**src/rtl/core/wbs_pkg.sv**
```systemverilog
// Shared types and field layout for the word-break segmentability block.
// No dependencies; used by the top level.
package wbs_pkg;

	typedef enum logic [1:0] {
		OP_TEXT      = 2'd0,
		OP_DICT_SYM  = 2'd1,
		OP_ENTRY_LEN = 2'd2,
		OP_START     = 2'd3
	} op_t;

	localparam int OP_W       = 2;
	localparam int ENTRY_W    = 4;
	localparam int POSITION_W = 4;
	localparam int SYMBOL_W   = 8;
	localparam int LENGTH_W   = 5;
	localparam int COUNT_W    = 16;

	localparam int S_TDATA_W  = 24;
	localparam int M_TDATA_W  = 24;

	localparam logic [COUNT_W-1:0] COUNT_MAX = '1;

endpackage

```
**src/rtl/core/wbs_dict_mem.sv**
```systemverilog
// Dictionary memory: one row per entry, each row holding all symbols of that entry.
// Symbol-lane write enables, one synchronous row read per cycle. Uses no package items.
module wbs_dict_mem #(
	parameter int WORDS = 16,
	parameter int LANES = 16,
	parameter int SB    = 8,
	parameter int AW    = 4,
	parameter int LW    = 4
) (
	input  logic                clk,
	input  logic                wr_en,
	input  logic [AW-1:0]       wr_addr,
	input  logic [LW-1:0]       wr_lane,
	input  logic [SB-1:0]       wr_data,
	input  logic                rd_en,
	input  logic [AW-1:0]       rd_addr,
	output logic [LANES*SB-1:0] rd_data
);

	logic [LANES*SB-1:0] mem [WORDS];

	always_ff @(posedge clk) begin
		for (int p = 0; p < LANES; p++) begin
			if (wr_en && wr_lane == LW'(p)) begin
				mem[wr_addr][p*SB +: SB] <= wr_data;
			end
		end
	end

	always_ff @(posedge clk) begin
		if (rd_en) begin
			rd_data <= mem[rd_addr];
		end
	end

endmodule

```
**src/rtl/core/word_break_segmentability.sv**
```systemverilog
// A text symbol is accepted only while the block is idle; its result is ready once the
// sequencer has read every dictionary row, one whole row per cycle, from a memory with
// separate read and write ports, then resolved the match and updated history.
// Dictionary writes, length writes and start items give no result and leave the block idle.
// A finished result sits in an output register, so the next item is taken while it waits.
module word_break_segmentability #(
	parameter int MAX_WORDS    = 16,
	parameter int MAX_WORD_LEN = 16,
	parameter int SYMBOL_BITS  = 8
) (
	input  logic                            clk,
	input  logic                            arst_n,
	input  logic                            s_tvalid,
	output logic                            s_tready,
	// op[1:0], entry[5:2], position[9:6], symbol[17:10], length[22:18], zero pad
	input  logic [wbs_pkg::S_TDATA_W-1:0]   s_tdata,
	output logic                            m_tvalid,
	input  logic                            m_tready,
	// prefix_ok[0], prefix_length[16:1], zero pad
	output logic [wbs_pkg::M_TDATA_W-1:0]   m_tdata
);

	localparam int AW = (MAX_WORDS > 1) ? $clog2(MAX_WORDS) : 1;
	localparam int LW = (MAX_WORD_LEN > 1) ? $clog2(MAX_WORD_LEN) : 1;
	localparam int SB = SYMBOL_BITS;
	localparam int CW = wbs_pkg::COUNT_W;

	typedef enum logic [1:0] {
		ST_IDLE,
		ST_WALK,
		ST_DONE
	} state_t;

	state_t state_q;

	wbs_pkg::op_t                      op;
	logic [wbs_pkg::ENTRY_W-1:0]       entry;
	logic [wbs_pkg::POSITION_W-1:0]    position;
	logic [wbs_pkg::SYMBOL_W-1:0]      symbol;
	logic [wbs_pkg::LENGTH_W-1:0]      length;

	assign op       = wbs_pkg::op_t'(s_tdata[1:0]);
	assign entry    = s_tdata[5:2];
	assign position = s_tdata[9:6];
	assign symbol   = s_tdata[17:10];
	assign length   = s_tdata[22:18];

	logic        in_xfer;
	logic [8:0]  entry_ext;
	logic [6:0]  position_ext;
	logic [15:0] symbol_ext;
	logic [SB-1:0] sym_in;
	logic        entry_in_range;
	logic        position_in_range;

	assign s_tready          = (state_q == ST_IDLE);
	assign in_xfer           = s_tvalid && s_tready;
	assign entry_ext         = 9'(entry);
	assign position_ext      = 7'(position);
	assign symbol_ext        = 16'(symbol);
	assign sym_in            = symbol_ext[SB-1:0];
	assign entry_in_range    = entry_ext < 9'(MAX_WORDS);
	assign position_in_range = position_ext < 7'(MAX_WORD_LEN);

	// History and entry lengths.
	logic [wbs_pkg::LENGTH_W-1:0] lengths_q [MAX_WORDS];
	logic [SB-1:0]                recent_q [MAX_WORD_LEN];
	logic [MAX_WORD_LEN:0]        flags_q;
	logic [CW-1:0]                count_q;

	// Walk over the dictionary.
	logic [AW-1:0]                addr_q;
	logic                         issue_done_q;
	logic                         rd_en;
	logic                         valid_s1;
	logic                         last_s1;
	logic [wbs_pkg::LENGTH_W-1:0] len_s1;
	logic [MAX_WORD_LEN*SB-1:0]   row_s1;
	logic                         ok_q;

	logic                         ok_out_q;
	logic [CW-1:0]                len_out_q;

	assign rd_en = (state_q == ST_WALK) && !issue_done_q;

	// The memory is written only in the idle state and read only while walking,
	// so a read and a write never overlap.
	wbs_dict_mem #(
		.WORDS (MAX_WORDS),
		.LANES (MAX_WORD_LEN),
		.SB    (SB),
		.AW    (AW),
		.LW    (LW)
	) u_dict (
		.clk     (clk),
		.wr_en   (in_xfer && op == wbs_pkg::OP_DICT_SYM && entry_in_range && position_in_range),
		.wr_addr (entry_ext[AW-1:0]),
		.wr_lane (position_ext[LW-1:0]),
		.wr_data (sym_in),
		.rd_en   (rd_en),
		.rd_addr (addr_q),
		.rd_data (row_s1)
	);

	// Match of one dictionary row against the newest symbols. Lane p of the row lines
	// up with the symbol len-1-p places back.
	logic                    len_ok;
	logic                    flag_sel;
	logic [SB-1:0]           sel_sym [MAX_WORD_LEN];
	logic [MAX_WORD_LEN-1:0] lane_ok;
	logic                    hit;

	always_comb begin
		len_ok   = (len_s1 != '0) && (7'(len_s1) <= 7'(MAX_WORD_LEN));
		flag_sel = 1'b0;
		for (int k = 0; k < MAX_WORD_LEN; k++) begin
			if (7'(len_s1) == 7'(k + 1)) begin
				flag_sel = flags_q[k];
			end
		end
		for (int p = 0; p < MAX_WORD_LEN; p++) begin
			sel_sym[p] = '0;
			for (int j = 0; j < MAX_WORD_LEN - p; j++) begin
				if (7'(len_s1) == 7'(p + j + 1)) begin
					sel_sym[p] = recent_q[j];
				end
			end
			lane_ok[p] = (7'(p) >= 7'(len_s1)) || (row_s1[p*SB +: SB] == sel_sym[p]);
		end
		hit = len_ok && flag_sel && (&lane_ok);
	end

	always_ff @(posedge clk or negedge arst_n) begin
		if (!arst_n) begin
			valid_s1 <= 1'b0;
			last_s1  <= 1'b0;
		end else begin
			valid_s1 <= rd_en;
			last_s1  <= rd_en && (addr_q == AW'(MAX_WORDS - 1));
		end
	end

	always_ff @(posedge clk) begin
		if (rd_en) begin
			len_s1 <= lengths_q[addr_q];
		end
	end

	always_ff @(posedge clk or negedge arst_n) begin
		if (!arst_n) begin
			state_q      <= ST_IDLE;
			addr_q       <= '0;
			issue_done_q <= 1'b0;
			ok_q         <= 1'b0;
			flags_q      <= {{MAX_WORD_LEN{1'b0}}, 1'b1};
			count_q      <= '0;
			m_tvalid     <= 1'b0;
			ok_out_q     <= 1'b0;
			len_out_q    <= '0;
			for (int i = 0; i < MAX_WORDS; i++) begin
				lengths_q[i] <= '0;
			end
			for (int i = 0; i < MAX_WORD_LEN; i++) begin
				recent_q[i] <= '0;
			end
		end else begin
			// In the done state the valid flag is handled by the state itself.
			if (m_tvalid && m_tready && state_q != ST_DONE) begin
				m_tvalid <= 1'b0;
			end
			case (state_q)
				ST_IDLE: begin
					if (in_xfer) begin
						case (op)
							wbs_pkg::OP_TEXT: begin
								for (int i = MAX_WORD_LEN - 1; i > 0; i--) begin
									recent_q[i] <= recent_q[i-1];
								end
								recent_q[0]  <= sym_in;
								addr_q       <= '0;
								issue_done_q <= 1'b0;
								ok_q         <= 1'b0;
								state_q      <= ST_WALK;
							end
							wbs_pkg::OP_ENTRY_LEN: begin
								if (entry_in_range) begin
									lengths_q[entry_ext[AW-1:0]] <= length;
								end
							end
							wbs_pkg::OP_START: begin
								for (int i = 0; i < MAX_WORD_LEN; i++) begin
									recent_q[i] <= '0;
								end
								flags_q <= {{MAX_WORD_LEN{1'b0}}, 1'b1};
								count_q <= '0;
							end
							default: begin
							end
						endcase
					end
				end
				ST_WALK: begin
					if (rd_en) begin
						if (addr_q == AW'(MAX_WORDS - 1)) begin
							issue_done_q <= 1'b1;
						end else begin
							addr_q <= addr_q + 1'b1;
						end
					end
					if (valid_s1) begin
						ok_q <= ok_q || hit;
						if (last_s1) begin
							state_q <= ST_DONE;
						end
					end
				end
				ST_DONE: begin
					// Waits here only while an older result is still held.
					if (!m_tvalid || m_tready) begin
						flags_q   <= {flags_q[MAX_WORD_LEN-1:0], ok_q};
						ok_out_q  <= ok_q;
						if (count_q != wbs_pkg::COUNT_MAX) begin
							count_q   <= count_q + 1'b1;
							len_out_q <= count_q + 1'b1;
						end else begin
							len_out_q <= count_q;
						end
						m_tvalid  <= 1'b1;
						state_q   <= ST_IDLE;
					end
				end
				default: begin
					state_q <= ST_IDLE;
				end
			endcase
		end
	end

	assign m_tdata = {7'd0, len_out_q, ok_out_q};

	// A compare result only shows up while the dictionary walk is running.
	assert property (@(posedge clk) disable iff (!arst_n)
		valid_s1 |-> state_q == ST_WALK)
		else $error("row compare outside the dictionary walk");

	// The last row of a walk is always a real read.
	assert property (@(posedge clk) disable iff (!arst_n)
		last_s1 |-> valid_s1)
		else $error("last-row mark without a read");

	// A text symbol closes the input until its walk is over.
	assert property (@(posedge clk) disable iff (!arst_n)
		(s_tvalid && s_tready && s_tdata[1:0] == wbs_pkg::OP_TEXT) |=> !s_tready)
		else $error("input open during a dictionary walk");

	// Every result counts at least the symbol that caused it.
	assert property (@(posedge clk) disable iff (!arst_n)
		$rose(m_tvalid) |-> m_tdata[16:1] != '0)
		else $error("result with zero prefix length");

endmodule
```
**config.mk**
```make
export PLATFORM = sky130hd
export DESIGN_NAME = word_break_segmentability
export DESIGN_NICKNAME = d
export VERILOG_FILES = /design/src/rtl/core/wbs_pkg.sv /design/src/rtl/core/wbs_dict_mem.sv /design/src/rtl/core/word_break_segmentability.sv
export SDC_FILE = /design/constraint.sdc
export NUM_CORES = 2
export LEC_CHECK = 0
export ABC_CLOCK_PERIOD_IN_PS = 7900
export BUFFER_PORTS_ARGS = -buffer_cell sky130_fd_sc_hd__buf_2
export CAP_MARGIN = 40
export CORE_ASPECT_RATIO = 0.5
export CORE_UTILIZATION = 45
export CTS_BUF_LIST = sky130_fd_sc_hd__clkbuf_4 sky130_fd_sc_hd__clkbuf_8
export CTS_CLUSTER_SIZE = 10
export DETAILED_ROUTE_END_ITERATION = 8
export PLACE_DENSITY = 0.62
export SYNTH_ARGS = -nofsm -noshare
export SYNTH_HDL_FRONTEND = slang
export SYNTH_SLANG_ARGS = --single-unit
```
**constraint.sdc**
```tcl
create_clock -name clk -period 7.9 [get_ports clk]
set_input_delay 0.79 -clock clk [delete_from_list [all_inputs] [get_ports clk]]
set_output_delay 0.79 -clock clk [all_outputs]
set_load 0.005 [all_outputs]
```
# After elaboration in Yosys (flattened, before gate mapping)
# Memories as Yosys holds them, arrays and structs flattened. A register that Yosys moved wholly into a read port is not among the register bits.
# Index checks and enable logic that the tools add are counted.
totals:
  regBits: 273
  memories: 1
  wordCells: 420
  ram_bits: 2048
op_classes:
  order_cmp: 22
  reduce_logical: 64
  mux: 221
  bitwise: 2
  n_eq_ne: 64
  n_addsub: 2
mem_list:
  columns: ["memory", "words", "width", "read_ports", "rd_ports_with_merged_regs", "write_ports", "line", "text"]
  rows:
  - ["u_dict.mem", 16, 128, 1, 1, 1, "wbs_dict_mem.sv:20", "logic [LANES*SB-1:0] mem [WORDS];"]
op_table:
  columns: ["operator", "n"]
  rows:
  - ["$mux 8", 136]
  - ["$pmux 128 s2", 1]
  - ["$eq 8x8->1", 16]
  - ["$mux 16", 7]
  - ["$bwmux 80", 1]
  - ["$pmux 16 s2", 2]
  - ["$mux 1", 56]
  - ["$eq 5x4->1 const B", 8]
  - ["$ge 4x5->1 const A", 8]
  - ["$eq 4x4->1 const B", 9]
  - ["$logic_and 1x1->1", 28]
  - ["$bmux 5 s4", 1]
  - ["$demux 5 s4", 1]
  - ["$eq 5x3->1 const B", 4]
  - ["$ge 3x5->1 const A", 4]
  - ["$logic_or 1x1->1", 18]
  - ["$add 16x1->16 const B", 1]
  - ["$eq 4x3->1 const B", 4]
  - ["$mux 4", 4]
  - ["$ne 16x16->1 const B", 1]
  - ["$reduce_and 16->1", 1]
  - ["$mux 5", 3]
  - ["$reduce_and 5->1", 3]
  - ["$ne 2x2->1 const B", 6]
  - ["other kinds (28)", 52]

# Depth between registers and ports, before layout
logic_depth:
  ltp_word: 24
  depth_mapped: 16
  ltp_nobuf: 11

# Hierarchy
# Synthesis repeated with hierarchy kept, for this count alone.
unflattened:
  hier_cells: 6634
  hier_area_um2: 105966.6
by_module_without_submodules:
  columns: ["module", "area_each_um2", "n_inst", "seq_area_each_um2", "cells_per_inst"]
  rows:
  - ["wbs_dict_mem", 81988.6, 1, 65342.7, 3661]
  - ["word_break_segmentability", 23978.0, 1, 6857.8, 2973]

# Worst setup path after synthesis
# No wires, ideal clock.
synth_path:
  kind: "flip-flop to flip-flop"
  startpoint: "register state_q[1]"
  endpoint: "register addr_q[2]"
  stages_incl_launch_ff: 5
  setup_slack_ps: 659
  n_path_buf: 0
  t_arrival_ps: 7109
  setup_time_ps: 132
  path_cell_list: "dfrtp_1 -> nand2b_1 -> nor2_1 -> and4b_1 -> nor3_1"
synth_via:
  elab_chain_len: 4
synth_lines:
  columns: ["item", "line", "text"]
  rows:
  - ["start, declared", "word_break_segmentability.sv:34", "state_t state_q;"]
  - ["start signal, assigned", "word_break_segmentability.sv:151", "state_q <= ST_IDLE;"]
  - ["start signal, assigned", "word_break_segmentability.sv:183", "state_q <= ST_WALK;"]
  - ["start signal, assigned", "word_break_segmentability.sv:213", "state_q <= ST_DONE;"]
  - ["$eq 2x1->1", "word_break_segmentability.sv:84", "assign rd_en = (state_q == ST_WALK) && !issue_done_q;"]
  - ["$logic_and 1x1->1", "word_break_segmentability.sv:84", null]
  - ["via rd_en", "word_break_segmentability.sv:74", "logic rd_en;"]
  - ["$ne 2x2->1 (no line)", null, null]
  - ["$reduce_and 5->1 (no line)", null, null]
  - ["end signal, assigned", "word_break_segmentability.sv:207", "addr_q <= addr_q + 1'b1;"]
  - ["end, declared", "word_break_segmentability.sv:72", "logic [AW-1:0] addr_q;"]
# The timed path passes the listed nets, and every way through them passes these cells.
# A chain may end at the register's enable or synchronous reset.

# Final worst setup path
layout_path:
  startpoint: "register len_s1[1] in the netlist's numbering"
  endpoint: "register ok_q"
layout_via:
  elab_chain_len: 24
layout_lines:
  columns: ["item", "line", "text"]
  rows:
  - ["start, declared", "word_break_segmentability.sv:77", "logic [wbs_pkg::LENGTH_W-1:0] len_s1;"]
  - ["start signal, assigned", "word_break_segmentability.sv:145", "len_s1 <= lengths_q[addr_q];"]
  - ["$eq 5x1->1", "word_break_segmentability.sv:117, word_break_segmentability.sv:124", null]
  - ["$mux 8 (16 in series)", "word_break_segmentability.sv:124", "if (7'(len_s1) == 7'(p + j + 1)) begin"]
  - ["$eq 8x8->1", "word_break_segmentability.sv:128", "lane_ok[p] = (7'(p) >= 7'(len_s1)) || (row_s1[p*SB +: SB] == sel_sym[p]);"]
  - ["$logic_or 1x1->1", "word_break_segmentability.sv:128", null]
  - ["$reduce_and 16->1", "word_break_segmentability.sv:130", "hit = len_ok && flag_sel && (&lane_ok);"]
  - ["$logic_and 1x1->1 (*)", "word_break_segmentability.sv:130", null]
  - ["$logic_or 1x1->1 (*)", "word_break_segmentability.sv:211", "ok_q <= ok_q || hit;"]
  - ["$mux 1 (*)", "word_break_segmentability.sv:210", "if (valid_s1) begin"]
  - ["$pmux 1 s2 (*)", "word_break_segmentability.sv:171", "case (state_q)"]
  - ["end signal, assigned", "word_break_segmentability.sv:211", null]
  - ["end, declared", "word_break_segmentability.sv:79", "logic ok_q;"]
# Mark *: on every way between the ends. The rest lies on a longest branch, timed or not. The select of a mux whose other input is x is not followed.

==> impl_metrics.json <==
{
  "gp_congestion": 1.05,
  "cp.required_ns": 8.68,
  "p_sw_frac": 0.353,
  "root_buffer": "clkbuf_8",
  "p_leak_nw": 37.5,
  "wirelength_um": 337000,
  "fin_setup_tns_ns": 0,
  "nNetsFinal": 6421,
  "reg2reg_depth": 13,
  "crit_fanout": 39,
  "peakVddDrop_mv": 0.285,
  "insertion_delay_ns": 1.02,
  "final_layout_size_suffix_gt1_frac": 0.251,
  "finalCritPeriodShare": 0.728,
  "ant_nets": 0,
  "grt_setup_unrepaired": "false",
  "rrSetupSlack_ns": 2.15,
  "cts_buffers": 350,
  "skew_ns": 0.0987,
  "grt.met1_usage": 0.412,
  "finalMaxSlewViolations": 0,
  "clkTransAtPathRegs_ns": 0.07,
  "status": "finished, final reports clean",
  "p_int_mw": 25.5,
  "period_minus_slack_ns": 5.75,
  "fp-row-count": 125,
  "antenna_found_initial": 19,
  "crit_path_start_kind": "flop",
  "ys_seq_area_frac": 0.685,
  "ys_types": 100,
  "drc": 0,
  "yosys-top-cells-area": "edfxtp_1 (62%), mux4_2 (14%), dfrtp_1 (6.3%), nor2_1 (1.7%), o21ai_0 (1.6%)",
  "yosysTopAreaCell": "edfxtp_1",
  "globalRouteMet3Util": 0.0790,
  "rr_endpoint": "ok_q",
  "crit_path_end": "ok_q",
  "grt-busiest-layer": "met1",
  "synth_top_flop_cell": "edfxtp_1",
  "dieArea_mm2": 0.236,
  "use_met2": 0.402,
  "async_reset_ff_frac": 0.109,
  "drtPass1Iterations": 7,
  "die_w_um": 686,
  "setup_viol": 0,
  "die_y_um": 344,
  "synth-seq-cells": 2449,
  "clock_path_buffers": 4,
  "worst_pin_slew_ns": 1.22,
  "cts_setup_buffers": 0,
  "coreArea_mm2": 0.232,
  "p_per_area_mw_per_mm2": 337,
  "viasPerCell": 6.43,
  "critPathCaptureType": "flop",
  "crit_type": "flop to flop",
  "grt-ovfl-total": 0,
  "synth_cells": 6303,
  "ys_warn_count": 0,
  "vias": 62900,
  "p_seq_frac": 0.409,
  "io_buffer_count": 45,
  "cts-htree-levels": 5,
  "cts_hold_buf": 1,
  "routedWlPerCell_um": 34.5,
  "start_util": 0.453,
  "synth.avg_cell_area_um2": 16.7,
  "place_hpwl_um": 209000,
  "synth_area_mm2": 0.105,
  "cts_tree": "built",
  "clockPowerShare": 0.260,
  "comb_power_share": 0.331,
  "synth_top_cells_by_count": "edfxtp_1 (2181), mux4_2 (666), nor2_1 (478)",
  "max_slew_margin": 0.183,
  "cts-resized-gates": 0,
  "r2r_start": "len_s1[1]",
  "first_global_vias": 61700,
  "cap_violations": 0,
  "yosysMostFrequentCell": "edfxtp_1",
  "clock-sinks": 2449,
  "clock.fmax_ghz": 0.174,
  "grt_use_total": 0.283,
  "grt_max_degree": 162,
  "hold_path.class": "input port to flop",
  "dr.first_iter.drc_count": 9067,
  "synth_top_area_frac": 0.622,
  "hold_viol_final": 0,
  "p_switching_mw": 13.9,
  "area.growth.synth_to_final_pct": 10.9,
  "final_core_util": 0.503,
  "ioPinCount": 54,
  "fill_cells": 18900,
  "synth_edf_count": 2181,
  "cp.arrival_ns": 6.53,
  "cp-startpoint": "len_s1[1]",
  "grt_pass1_wl_um": 473000
}
-- cell families after synthesis --
kind of cell | share of synthesized area
flops | 0.685
simple gates | 0.0548
compound gates | 0.0700
mux | 0.158
buf+inv | 0.0227
xor+xnor | 0.00840
fa+ha+maj | 0.000713
other cells | 0.0000356
-- metrics by stage --
stage	cells	setup slack (ns)	area (um2)	power (mW)	hold slack, ns
after floorplan	6309	0.659	105000	23.9	0.447
after global placement	9109	2.49	109000	28.9	0.454
after detailed placement	9142	2.45	110000	29.1	0.468
after CTS	9768	2.36	117000	39.2	0.124
after global routing	9774	2.26	117000	40.5	0.184
final	9779	2.15	117000	39.4	0.176
-- final cells by class --
class,instances,area (um2),share of cell area
sequential,2449,72200,0.618
multi-input combinational,3286,31000,0.265
clock buffer,491,6030,0.0516
tap,3111,3890,0.0333
timing repair buffer,266,2530,0.0217
clock inverter,134,977,0.00837
inverter,34,128,0.00109
antenna,8,20.0,0.000171
-- registers in the layout, indices dropped and copies added (netlist names) --
| register | flops |
|---|---|
| u_dict.mem | 2048 |
| valid_s1 | 1 |
| count_q | 16 |
| last_s1 | 1 |
| recent_q | 128 |
| addr_q | 4 |
| len_out_q | 16 |
| state_q | 2 |
| ok_q | 1 |
| m_tvalid | 1 |
| ok_out_q | 1 |
| u_dict.rd_data | 128 |
| lengths_q | 80 |
| len_s1 | 5 |
| issue_done_q | 1 |
| flags_q | 16 |
-- worst min path at each step --
stage,startpoint,endpoint,slack (ns),depth (start not counted)
3_3_place_gp,len_out_q[12],len_out_q[12],0.45,1
3_5_place_dp,len_out_q[12],len_out_q[12],0.47,1
5_1_grt,m_tready,m_tvalid,0.18,3
6_report,m_tready,m_tvalid,0.18,3
4_1_cts,m_tready,m_tvalid,0.12,3
2_1_floorplan,ok_out_q,ok_out_q,0.45,2
-- layout by cell type, fill, tap and decap left out, types with 28 or more instances in the layout --
cell type,instances
clkinv_2,33
o221ai_1,30
nand2_1,300
nand4_1,28
a221oi_1,48
a22o_1,37
nand2b_1,129
a211oi_1,28
mux4_2,666
clkbuf_4,117
mux2i_1,48
edfxtp_1,2181
buf_4,171
clkbuf_8,374
clkinv_1,65
dfrtp_1,263
xor2_1,44
o22ai_1,81
nor2_1,469
o31ai_1,33
inv_1,33
nor3_1,36
buf_2,41
o21ai_0,347
a21oi_1,219
a22oi_1,88
mux2_2,103
xnor2_1,57
nand3_1,55
-- routing by layer --
metal | vias to the layer above | routed length [um]
met5 | - | 161
met2 | 3667 | 144000
li1 | 25500 | -
met4 | 14 | 15400
met1 | 32900 | 143000
met3 | 805 | 35300
-- worst max-delay path, stage by stage (launching register included) --
cell      delay [ns]
edfxtp_1        0.87
buf_12          0.32
nand2b_1        0.34
buf_4           0.42
nor2_2          0.06
buf_4           0.25
a221oi_1        0.76
xor2_1          0.19
nand3_1         0.09
nor3_1          0.40
o21ai_0         0.34
or4_1           0.61
a2111o_1        0.46
o41ai_2         0.37
-- power groups by stage --
stage	clock [mW]	sequential [mW]	combinational, mW
after floorplan	0	15.6	8.27
after global placement	0	16.5	12.4
after detailed placement	0	16.3	12.7
after CTS	10.4	16.0	12.8
after global routing	10.9	16.1	13.5
final	10.2	16.1	13.0
Note: power is estimated with default switching activity, not from simulation.
